**config.mk**
```make
export PLATFORM = sky130hd
export DESIGN_NAME = version_marker_scanner
export DESIGN_NICKNAME = d
export VERILOG_FILES = /design/src/design/vms_pkg.sv /design/src/design/version_marker_scanner.sv /design/src/design/vms_apb_regs.sv /design/src/design/vms_scan_core.sv
export SDC_FILE = /design/constraint.sdc
export NUM_CORES = 1
export LEC_CHECK = 0
export BUFFER_PORTS_ARGS = -buffer_cell sky130_fd_sc_hd__buf_2
export CORE_MARGIN = 3
export CORE_UTILIZATION = 40
export DETAILED_ROUTE_END_ITERATION = 12
export PLACE_DENSITY_LB_ADDON = 0.08
export SLEW_MARGIN = 20
export SYNTH_ARGS = -nofsm -noshare
export SYNTH_HDL_FRONTEND = slang
export SYNTH_SLANG_ARGS = --single-unit
```
**constraint.sdc**
```tcl
create_clock -name clk -period 4 [get_ports clk]
set_input_delay 0.2 -clock clk [delete_from_list [all_inputs] [get_ports clk]]
set_output_delay 0.2 -clock clk [all_outputs]
set_load 0.005 [all_outputs]
```
**src/design/vms_pkg.sv**
```systemverilog
package vms_pkg;

	localparam int MAX_VERSION_CHARS = 31;
	localparam int TAG_LETTERS       = 6;

	localparam int TAG_W  = 48;
	localparam int BYTE_W = 8;
	localparam int IDX_W  = 5;
	localparam int LEN_W  = 5;

	localparam logic [TAG_W-1:0] TAG_RESET = 48'h535157564552;

	// count holds up to MAX_VERSION_CHARS; store index addresses MAX_VERSION_CHARS entries
	localparam int CNT_W  = $clog2(MAX_VERSION_CHARS + 1);
	localparam int SIDX_W = $clog2(MAX_VERSION_CHARS);
	localparam int CMP_W  = (CNT_W > IDX_W) ? CNT_W : IDX_W;
	localparam int TSEL_W = (TAG_LETTERS > 1) ? $clog2(TAG_LETTERS) : 1;

	localparam logic [BYTE_W-1:0] CH_SEMI  = 8'h3B;
	localparam logic [BYTE_W-1:0] CH_COLON = 8'h3A;
	localparam logic [BYTE_W-1:0] CH_LOW   = 8'h20;
	localparam logic [BYTE_W-1:0] CH_HIGH  = 8'h7E;
	localparam logic [BYTE_W-1:0] CH_V     = 8'h76;
	localparam logic [BYTE_W-1:0] CH_0     = 8'h30;
	localparam logic [BYTE_W-1:0] CH_9     = 8'h39;

	typedef enum logic [1:0] {
		OP_SCAN  = 2'd0,
		OP_CLEAR = 2'd1,
		OP_READ  = 2'd2
	} op_t;

	typedef struct packed {
		logic              found;
		logic              capturing;
		logic [LEN_W-1:0]  version_length;
		logic [BYTE_W-1:0] read_char;
	} result_t;

	// letter k sits at bit 8*(TAG_LETTERS-1-k); letters above the register read as zero
	function automatic logic [BYTE_W-1:0] tag_letter(input logic [TAG_W-1:0] tag,
			input logic [TSEL_W-1:0] k);
		logic [63:0] w;
		int          sh;
		w  = 64'(tag);
		sh = 8 * (TAG_LETTERS - 1 - int'(k));
		tag_letter = w[sh +: 8];
	endfunction

endpackage

```
**src/design/version_marker_scanner.sv**
```systemverilog
// Version marker scanner. Every transfer on the input stream gives exactly one result
// transfer. tuser selects the operation: scan a byte, clear the scan, or read one
// captured character. The block looks for the six tag letters held in tag_word (first
// letter in the top byte) followed by ':', then collects printable characters up to
// ';'; a non-empty capture starting with 'v' or a digit sets found, which holds and
// freezes the capture until a clear. Each result reports found, capturing, the
// current length and the read character. An item is held in the input register and
// its result is registered in the output register; one item is taken per cycle while
// the output is not stalled; the per-byte state update is the only loop. The user
// writes tag_word at APB address 0 only while the stream is idle; not enforced here.
module version_marker_scanner (
	input  logic        clk,
	input  logic        arst_n,
	input  logic        s_axis_tvalid,
	output logic        s_axis_tready,
	input  logic [15:0] s_axis_tdata,  // data_byte[7:0], read_index[12:8], zero[15:13]
	input  logic [1:0]  s_axis_tuser,  // op[1:0]
	output logic        m_axis_tvalid,
	input  logic        m_axis_tready,
	output logic [15:0] m_axis_tdata,  // found[0], capturing[1], version_length[6:2],
	                                   // read_char[14:7], zero[15]
	input  logic        psel,
	input  logic        penable,
	input  logic        pwrite,
	input  logic [3:0]  paddr,
	input  logic [63:0] pwdata,
	output logic [63:0] prdata,
	output logic        pready
);

	logic                         valid_s1;
	vms_pkg::op_t                 op_s1;
	logic [vms_pkg::BYTE_W-1:0]   byte_s1;
	logic [vms_pkg::IDX_W-1:0]    idx_s1;
	logic                         valid_s2;
	vms_pkg::result_t             result_s2;
	vms_pkg::result_t             result;
	logic                         step, in_xfer;
	logic [vms_pkg::TAG_W-1:0]    tag_word;
	logic                         found_st, taking_st;
	logic [vms_pkg::CNT_W-1:0]    count_st;

	vms_apb_regs u_regs (
		.clk      (clk),
		.arst_n   (arst_n),
		.psel     (psel),
		.penable  (penable),
		.pwrite   (pwrite),
		.paddr    (paddr),
		.pwdata   (pwdata),
		.prdata   (prdata),
		.pready   (pready),
		.tag_word (tag_word)
	);

	// item in s1 retires when the output register is empty or being drained
	assign step          = valid_s1 && (!valid_s2 || m_axis_tready);
	assign s_axis_tready = !valid_s1 || step;
	assign in_xfer       = s_axis_tvalid && s_axis_tready;

	always_ff @(posedge clk or negedge arst_n) begin
		if (!arst_n) begin
			valid_s1 <= 1'b0;
		end else if (s_axis_tready) begin
			valid_s1 <= s_axis_tvalid;
		end
	end

	always_ff @(posedge clk) begin
		if (in_xfer) begin
			op_s1   <= vms_pkg::op_t'(s_axis_tuser);
			byte_s1 <= s_axis_tdata[7:0];
			idx_s1  <= s_axis_tdata[12:8];
		end
	end

	vms_scan_core u_core (
		.clk        (clk),
		.arst_n     (arst_n),
		.step       (step),
		.op         (op_s1),
		.data_byte  (byte_s1),
		.read_index (idx_s1),
		.tag_word   (tag_word),
		.result     (result),
		.found_st   (found_st),
		.taking_st  (taking_st),
		.count_st   (count_st)
	);

	always_ff @(posedge clk or negedge arst_n) begin
		if (!arst_n) begin
			valid_s2 <= 1'b0;
		end else if (step) begin
			valid_s2 <= 1'b1;
		end else if (m_axis_tready) begin
			valid_s2 <= 1'b0;
		end
	end

	always_ff @(posedge clk) begin
		if (step) begin
			result_s2 <= result;
		end
	end

	assign m_axis_tvalid = valid_s2;
	assign m_axis_tdata  = {1'b0, result_s2.read_char, result_s2.version_length,
		result_s2.capturing, result_s2.found};

`ifndef SYNTHESIS
	a_found_not_capturing: assert property (@(posedge clk) disable iff (!arst_n)
		!(found_st && taking_st))
		else $error("found and capturing both set");

	a_tag_count_bound: assert property (@(posedge clk) disable iff (!arst_n)
		(!found_st && !taking_st) |-> (count_st <= vms_pkg::CNT_W'(vms_pkg::TAG_LETTERS)))
		else $error("tag match count beyond tag length");

	a_clear_effect: assert property (@(posedge clk) disable iff (!arst_n)
		(step && op_s1 == vms_pkg::OP_CLEAR) |=> (!found_st && !taking_st && count_st == '0))
		else $error("clear did not reset scan state");

	a_found_sticky: assert property (@(posedge clk) disable iff (!arst_n)
		(found_st && !(step && op_s1 == vms_pkg::OP_CLEAR)) |=> found_st)
		else $error("found dropped without clear");
`endif

endmodule

```
**src/design/vms_apb_regs.sv**
```systemverilog
module vms_apb_regs (
	input  logic                       clk,
	input  logic                       arst_n,
	input  logic                       psel,
	input  logic                       penable,
	input  logic                       pwrite,
	input  logic [3:0]                 paddr,
	input  logic [63:0]                pwdata,
	output logic [63:0]                prdata,
	output logic                       pready,
	output logic [vms_pkg::TAG_W-1:0]  tag_word
);

	localparam logic REG_TAG_WORD = 1'b0;

	logic [vms_pkg::TAG_W-1:0] tag_q;
	logic                      wr_en;

	assign pready = 1'b1;
	assign wr_en  = psel && penable && pwrite && pready && (paddr[3] == REG_TAG_WORD);

	always_ff @(posedge clk or negedge arst_n) begin
		if (!arst_n) begin
			tag_q <= vms_pkg::TAG_RESET;
		end else if (wr_en) begin
			tag_q <= pwdata[vms_pkg::TAG_W-1:0];
		end
	end

	// byte lanes inside the 8-byte slot are ignored
	assign prdata   = (paddr[3] == REG_TAG_WORD) ? 64'(tag_q) : 64'd0;
	assign tag_word = tag_q;

endmodule

```
**src/design/vms_scan_core.sv**
```systemverilog
module vms_scan_core (
	input  logic                        clk,
	input  logic                        arst_n,
	input  logic                        step,
	input  vms_pkg::op_t                op,
	input  logic [vms_pkg::BYTE_W-1:0]  data_byte,
	input  logic [vms_pkg::IDX_W-1:0]   read_index,
	input  logic [vms_pkg::TAG_W-1:0]   tag_word,
	output vms_pkg::result_t            result,
	output logic                        found_st,
	output logic                        taking_st,
	output logic [vms_pkg::CNT_W-1:0]   count_st
);

	localparam int CNT_W  = vms_pkg::CNT_W;
	localparam int CMP_W  = vms_pkg::CMP_W;
	localparam int SIDX_W = vms_pkg::SIDX_W;

	logic [CNT_W-1:0]          mc_q, mc_d;
	logic                      taking_q, taking_d;
	logic                      found_q, found_d;
	logic [vms_pkg::BYTE_W-1:0] store_q [vms_pkg::MAX_VERSION_CHARS];

	logic [vms_pkg::BYTE_W-1:0] letter0, cur_letter, first_char, rd_data;
	logic [CNT_W-1:0]          restart;
	logic                      printable, first_ok, wr_en, rd_ok;
	logic [CMP_W-1:0]          rd_ext;
	logic [SIDX_W-1:0]         rd_addr;

	assign letter0    = vms_pkg::tag_letter(tag_word, '0);
	assign cur_letter = (mc_q < CNT_W'(vms_pkg::TAG_LETTERS)) ?
		vms_pkg::tag_letter(tag_word, vms_pkg::TSEL_W'(mc_q)) : '0;
	assign restart    = CNT_W'(data_byte == letter0);
	assign printable  = (data_byte >= vms_pkg::CH_LOW) && (data_byte <= vms_pkg::CH_HIGH);
	assign first_char = store_q[0];
	assign first_ok   = first_char inside {vms_pkg::CH_V, [vms_pkg::CH_0:vms_pkg::CH_9]};

	always_comb begin
		mc_d     = mc_q;
		taking_d = taking_q;
		found_d  = found_q;
		wr_en    = 1'b0;
		case (op)
			vms_pkg::OP_SCAN: begin
				if (!found_q) begin
					if (taking_q) begin
						if (data_byte == vms_pkg::CH_SEMI) begin
							taking_d = 1'b0;
							if (mc_q != '0 && first_ok) begin
								found_d = 1'b1;
							end else begin
								mc_d = '0;
							end
						end else if (!printable ||
								mc_q >= CNT_W'(vms_pkg::MAX_VERSION_CHARS)) begin
							taking_d = 1'b0;
							mc_d     = restart;
						end else begin
							wr_en = 1'b1;
							mc_d  = mc_q + CNT_W'(1);
						end
					end else if (mc_q >= CNT_W'(vms_pkg::TAG_LETTERS)) begin
						if (data_byte == vms_pkg::CH_COLON) begin
							mc_d     = '0;
							taking_d = 1'b1;
						end else begin
							mc_d = restart;
						end
					end else if (data_byte == cur_letter) begin
						mc_d = mc_q + CNT_W'(1);
					end else begin
						mc_d = restart;
					end
				end
			end
			vms_pkg::OP_CLEAR: begin
				mc_d     = '0;
				taking_d = 1'b0;
				found_d  = 1'b0;
			end
			default: begin
			end
		endcase
	end

	always_ff @(posedge clk or negedge arst_n) begin
		if (!arst_n) begin
			mc_q     <= '0;
			taking_q <= 1'b0;
			found_q  <= 1'b0;
		end else if (step) begin
			mc_q     <= mc_d;
			taking_q <= taking_d;
			found_q  <= found_d;
		end
	end

	always_ff @(posedge clk) begin
		if (step && wr_en) begin
			store_q[mc_q[SIDX_W-1:0]] <= data_byte;
		end
	end

	assign rd_ext  = CMP_W'(read_index);
	assign rd_addr = rd_ext[SIDX_W-1:0];
	assign rd_ok   = (op == vms_pkg::OP_READ) && (taking_q || found_q) &&
		(rd_ext < CMP_W'(mc_q)) && (rd_ext < CMP_W'(vms_pkg::MAX_VERSION_CHARS));
	assign rd_data = rd_ok ? store_q[rd_addr] : '0;

	assign result.found          = found_d;
	assign result.capturing      = taking_d;
	assign result.version_length = vms_pkg::LEN_W'(mc_d);
	assign result.read_char      = rd_data;

	assign found_st  = found_q;
	assign taking_st = taking_q;
	assign count_st  = mc_q;

endmodule
```
==> metrics.txt, run 1 <==
CTS buffer count 37; RSZ-0062 raised after global routing no; critical-path cell list buf_4 -> ha_1 -> a2111oi_0 -> o41a_1 -> o311ai_0 -> nor4_1 -> and4b_1 -> mux2_4 -> nand3_1 -> nand2_1; Fillers 3065; syn_area_per_cell 17.0 um2; combinational power share 0.099; critical path capture point type register; vias in the first global route 8695; worst skew pair latency 0.54 ns; final setup skew 0.0169 ns; crit-path max cell delay 0.78 ns; Cells after Synth 857; Mapped Area 14600 um2; post-synth top area cell edfxtp_1; fin. max-slew vios 0; Flop pwr share 0.516; #FFs+latches synth 335; Nets 1206; crit start category register; final core occ 0.495; Maximum Capacitance Violations 0; Peak Freq 297 MHz; sw frac 0.232; TritonCTS sink count 335; Starting Density 0.407; Post-synth EDFFs 278; initial antenna violation count 0; Worst EP required 4.28 ns; Clk pwr share 0.385; setup TNS 0 ns; die width 197 um; Setup CP Type register to register; DRC viols 0; area grow syn2layout 21.4%; Multi-input gate area 4410 um2; Total Die Area 38700 um2; Internal 6.09 mW; worst reg2reg setup slack 0.63 ns; Sw Pwr 1.84 mW; Slew HR 0.420; Iter 0 DRT Violations 469; vias per cell 5.22; Min-Delay Path Class primary input to async pin; ANT cells 0; fin crit share 0.841; Yosys top cell area share 0.573; Seq. cell area 9800 um2; final hold viol count 0; # port buffers 135; Placer Congestion 0.833; global-route wire length before repair 53900 um; hpwl dp 22700 um; Routed Antenna Nets 0; Global Route Usage Sum 0.185; CTS Buffer Depth 3; H-tree depth 2; P_leak 6.36 nW; drt wl/cell 22.4 um; Clk pin slew, worst setup/hold paths 0.06 ns; proportion of layout cells with a drive suffix above 1 0.355; post_cts resized 0; Worst Path Arrival 3.65 ns; count leader, synth edfxtp_1; outcome finished clean; distinct cell type count after synthesis 65; Worst Path Max Fanout 9; total routed wirelength 35700 um; Rows 69; GRT overflow 0; number of vias in the routed layout 8294; # IOs 176; Yosys warning count 0; final worst path period need 3.37 ns; Post-synth ARST share 0.170; Max IR drop VDD 338 uV; Die Span Y 197 um; most frequent cells after synthesis edfxtp_1 (278), mux4_2 (77), mux2_2 (56); Most used DFF post-synth edfxtp_1; top cells by area, synth edfxtp_1 (57%), mux4_2 (12%), dfrtp_1 (6.0%), mux2_2 (4.3%), dfstp_2 (4.0%); First-pass DRT Iterations 5; slowest CP cell a2111oi_0; Setup Viol. Count Final 0; largest net degree at the start of global routing 67; Clock Tree Root clkbuf_16; power per cell area 448 nW/um2; core area 35700 um2; Seq/Total Area, Yosys 0.673; Tightest Pin Transition 0.848 ns; TritonCTS clock tree built
-- power by group through the flow --
stage	sequential [mW]	clock (mW)	combinational, mW
floorplan	4.11	0	0.471
global placement	4.16	0	0.743
detailed placement	4.16	0	0.745
CTS	4.09	3.14	0.800
global route	4.10	3.28	0.863
finish	4.09	3.05	0.787
-- stage by stage --
stage / setup slack (ns) / hold slack [ns] / cell area, um2 / total power, mW / instances
after floorplan: 1.03 / -0.0956 / 14600 / 4.58 / 873
after detailed placement: 0.799 / 0.0846 / 15900 / 4.90 / 1457
final: 0.634 / 0.0911 / 17700 / 7.92 / 1589
after global placement: 0.814 / 0.0859 / 15900 / 4.90 / 1457
after CTS: 0.767 / 0.0640 / 17700 / 8.03 / 1589
after global routing: 0.475 / 0.111 / 17700 / 8.25 / 1589
-- layout make-up --
type                       instances  area share
tap                              461      0.0326
timing repair buffer             255       0.100
clock buffer                      45      0.0541
clock inverter                    20     0.00658
multi-input combinational        459       0.249
sequential                       335       0.554
inverter                          14     0.00297
-- layer usage --
layer / part of all wire / vias up / routed length (um) / global-route usage
met3: 0.042 / 48 / 1490 / 0.0332
met2: 0.48 / 198 / 17000 / 0.294
li1: - / 3808 / - / -
met4: 0.017 / 0 / 592 / 0.0420
met1: 0.47 / 4240 / 16600 / 0.269
met5: 0 / - / 0 / 0
-- cell families (layout without fill, tap and decap cells) --
group,after synthesis,count (layout),share of synthesized area
flops,335,335,0.673
simple gates,195,195,0.0707
mux,160,160,0.182
buf+inv,79,334,0.0283
compound gates,67,67,0.0315
fa+ha+maj,11,11,0.00945
xor+xnor,8,8,0.00481
other cells,2,18,0.000516
-- sequential cells by signal (all words and copies together), names as in the netlist --
register	count
idx_s1	5
m_axis_tvalid	1
u_regs.tag_word	48
u_core.taking_st	1
u_core.store_q	248
m_axis_tdata	15
u_core.count_st	5
u_core.found_st	1
byte_s1	8
op_s1	2
valid_s1	1
-- final timing paths --
| check | startpoint | endpoint | cells past startpoint |
|---|---|---|---|
| worst max-delay path | u_core.count_st[1] | m_axis_tdata[2] | 10 |
| worst min-delay path | arst_n | u_regs.tag_word[9] | 2 |
| worst max register to register | u_core.count_st[1] | m_axis_tdata[2] | 10 |
| worst min register to register | valid_s1 | m_axis_tvalid | 1 |
| max in group asynchronous | arst_n | u_regs.tag_word[45] | 3 |
| min in group clk | s_axis_tdata[8] | idx_s1[0] | 2 |
-- cell usage in the layout (no fill, tap or decap), drive strengths merged, types with 9 or more instances in the layout --
cell,instances
o21ai,22
inv,13
ha,11
buf,188
mux2,59
nand2,32
dlygate4sd3,67
nor3,9
mux2i,24
nand3,15
edfxtp,278
nor2b,50
mux4,77
dfstp,22
dfrtp,35
nor2,49
conb,18
clkinv,20
clkbuf,45
-- repair_timing --
| action | 4_1_cts | 5_1_grt |
|---|---|---|
| endpoints found under the hold margin | 75 | 0 |
| hold buffers | 67 | 0 |
| setup buffers | 0 | 0 |
-- critical path: cells and delay by family, from the launching register on --
family                   cells  cell delay (ns)
AO/OA/AOI/OAI                3             1.20
AND/OR/NAND/NOR              4             0.81
flip-flops                   1             0.40
multiplexers                 1             0.34
adder cells (fa/ha/maj)      1             0.19
buffers and inverters        1             0.18
(Power assumes the default switching activity.)
==> inputs of run 2 (changes only) <==
==> constraint.sdc (replaced) <==
create_clock -name clk -period 2.97 [get_ports clk]
set_input_delay 0.1485 -clock clk [delete_from_list [all_inputs] [get_ports clk]]
set_output_delay 0.1485 -clock clk [all_outputs]
set_load 0.005 [all_outputs]
==> run 2 against run 1 <==
  * Core utilization increased by 1.5 points
  * Cell area rose by 3.1%
  * Wire length rose by 3.8%
  * Fmax up 17%
  * Final cell count grew 3.2%
  * Non-clock buffer count is 48 higher
  * Global-route usage grew 0.74 points
  * Clock power rose by 48%
  * Register-to-register slack lost 0.54 ns
  * Critical path type unchanged
==> metrics.txt, run 2 (synthesis gave the netlist of run 1 again) <==
outcome finished clean (unchanged); area grow syn2layout 25.2% (was 21.4%); CTS buffer count 37 (unchanged); critical-path cell list buf_4 -> ha_1 -> a2111oi_2 -> buf_4 -> o41a_1 -> o311ai_0 -> nor4_1 -> and4b_2 -> mux2_4 -> nand3_2 -> nand2_2 (was buf_4 -> ha_1 -> a2111oi_0 -> o41a_1 -> o311ai_0 -> nor4_1 -> and4b_1 -> mux2_4 -> nand3_1 -> nand2_1); fin crit share 0.969 (was 0.841); TritonCTS clock tree built (unchanged); vias in the first global route 9035 (was 8695); Peak Freq 348 MHz (was 297 MHz); commonest cells after routing, fill and taps aside edfxtp_1 (278), buf_2 (135), buf_4 (96) (was edfxtp_1 (278), buf_2 (135), mux4_2 (77)); final worst path period need 2.88 ns (was 3.37 ns); total routed wirelength 37000 um (was 35700 um); RSZ-0062 raised after global routing yes (was no); power per cell area 610 nW/um2 (was 448 nW/um2); GRT overflow 0 (unchanged); Tightest Pin Transition 0.758 ns (was 0.848 ns); DRC viols 0 (unchanged); most used cell, CP buf_4; ANT cells 0 (unchanged); Min-Delay Path Class primary input to async pin (unchanged); Worst EP required 3.24 ns (was 4.28 ns); crit start category register (unchanged); dpl cells 1503 (was 1457); post-route insts no fill 1640 (was 1589); First-pass DRT Iterations 5 (unchanged); Placer Congestion 0.822 (was 0.833); leading cell type in the layout, fill and taps excluded edfxtp_1 (unchanged); Global Route Usage Sum 0.192 (was 0.185); fin. max-slew vios 0 (unchanged); final setup skew 0.0144 ns (was 0.0169 ns); Nets 1254 (was 1206); cell area after layout 18200 um2 (was 17700 um2); drt wl/cell 22.6 um (was 22.4 um); Routed Antenna Nets 0 (unchanged); Slew HR 0.495 (was 0.420); final setup margin 0.0931 ns (was 0.634 ns); initial antenna violation count 1 (was 0); Maximum Capacitance Violations 0 (unchanged); P_leak 6.67 nW (was 6.36 nW); worst skew pair latency 0.53 ns (was 0.54 ns); Worst Path Arrival 3.15 ns (was 3.65 ns); dpl ws 0.0174 ns (was 0.799 ns); largest net degree at the start of global routing 49 (was 67); proportion of layout cells with a drive suffix above 1 0.388 (was 0.355); # port buffers 135 (unchanged); Clock Tree Root clkbuf_16 (unchanged); # IOs 176 (unchanged); Largest register FFs 248 (unchanged); Total Die Area 38700 um2 (unchanged); die width 197 um (unchanged); core area 35700 um2 (unchanged); global-route wire length before repair 56000 um (was 53900 um); crit-path max cell delay 0.45 ns (was 0.78 ns); Clk pin slew, worst setup/hold paths 0.06 ns (about the same); number of vias in the routed layout 8552 (was 8294); Setup Viol. Count Final 0 (unchanged); H-tree depth 2 (unchanged); hpwl dp 24400 um (was 22700 um); Iter 0 DRT Violations 548 (was 469); Worst Hold Slack 0.228 ns (was 0.0911 ns); Die Span Y 197 um (unchanged); slowest CP cell dfrtp_2 (was a2111oi_0); Rows 69 (unchanged); CTS Buffer Depth 3 (unchanged); critical path capture point type register (unchanged); vias per cell 5.21 (was 5.22); Setup CP Type register to register (unchanged); Worst Path Max Fanout 5 (was 9); area of placed instances 16300 um2 (was 15900 um2); final hold viol count 0 (unchanged); Starting Density 0.407 (unchanged); TritonCTS sink count 335 (unchanged); Max IR drop VDD 391 uV (was 338 uV)
## run 2: cell count changes in the layout (fill, tap and decap cells not counted), moves of 3 or more
| cell | before | now |
|---|---|---|
| buf_4 | 51 | 96 |
| bufinv_16 | 0 | 3 |
| clkbuf_1 | 8 | 11 |
| clkbuf_8 | 0 | 3 |
| clkinv_2 | 6 | 3 |
## run 2: report_power, final
part	switching, mW	internal, mW
registers	0.178	5.33
clock network	1.79	2.74
logic	0.501	0.592
total	2.46	8.66
## run 2: final timing paths
| kind | from | endpoint | slack [ns] | cells after the start |
|---|---|---|---|---|
| max | u_core.count_st[1] | m_axis_tdata[2] | 0.09 | 11 |
| min | arst_n | u_regs.tag_word[16] | 0.23 | 2 |
| max reg2reg | u_core.count_st[1] | m_axis_tdata[2] | 0.09 | 11 |
| min reg2reg | valid_s1 | m_axis_tvalid | 0.51 | 1 |
| max in group asynchronous | arst_n | u_regs.tag_word[41] | 1.85 | 3 |
| min in group clk | s_axis_tdata[11] | idx_s1[3] | 0.33 | 2 |
## run 2: through the flow
step / setup TNS (ns) / util / total power [mW]
after floorplan: 0 / - / 6.17
after global placement: 0 / 0.456 / 6.63
after detailed placement: 0 / 0.456 / 6.63
after CTS: 0 / 0.508 / 11.3
after global routing: -0.0516 / 0.510 / 11.6
final: 0 / 0.510 / 11.1
## run 2: critical path, delay by kind of cell (launching register included)
kind                       cells  cell delay (ns)
muxes                          1             0.33
buffers and inverters          2             0.35
and+or+nand+nor                4             0.69
AOI/OAI and AO/OA              3             0.63
DFF                            1             0.45
adders and majority gates      1             0.19
## run 2: repair_timing
item / CTS / global route
hold endpoints to repair: 84 / 0
hold buffers: 67 / 0
setup endpoints to repair: 1 / 6
setup buffers: 0 / 2
pin swaps: 0 / 5
gates resized for setup: 1 / 13
## run 2: layout make-up
cell class	count	area (um2)
flip-flops and latches	335	9800
fillers	3033	17500
clock buffers	53	1060
multi-input cells	459	4440
repair buffers	303	2150
well taps	461	577
clock inverters	15	144
inverters	14	52.6
## run 2: per-layer routing
layer,vias up,share of wire,global-route usage
li1,3912,-,-
met4,0,0.018,0.0457
met1,4403,0.46,0.280
met5,-,0,0
met2,191,0.47,0.303
met3,46,0.050,0.0373
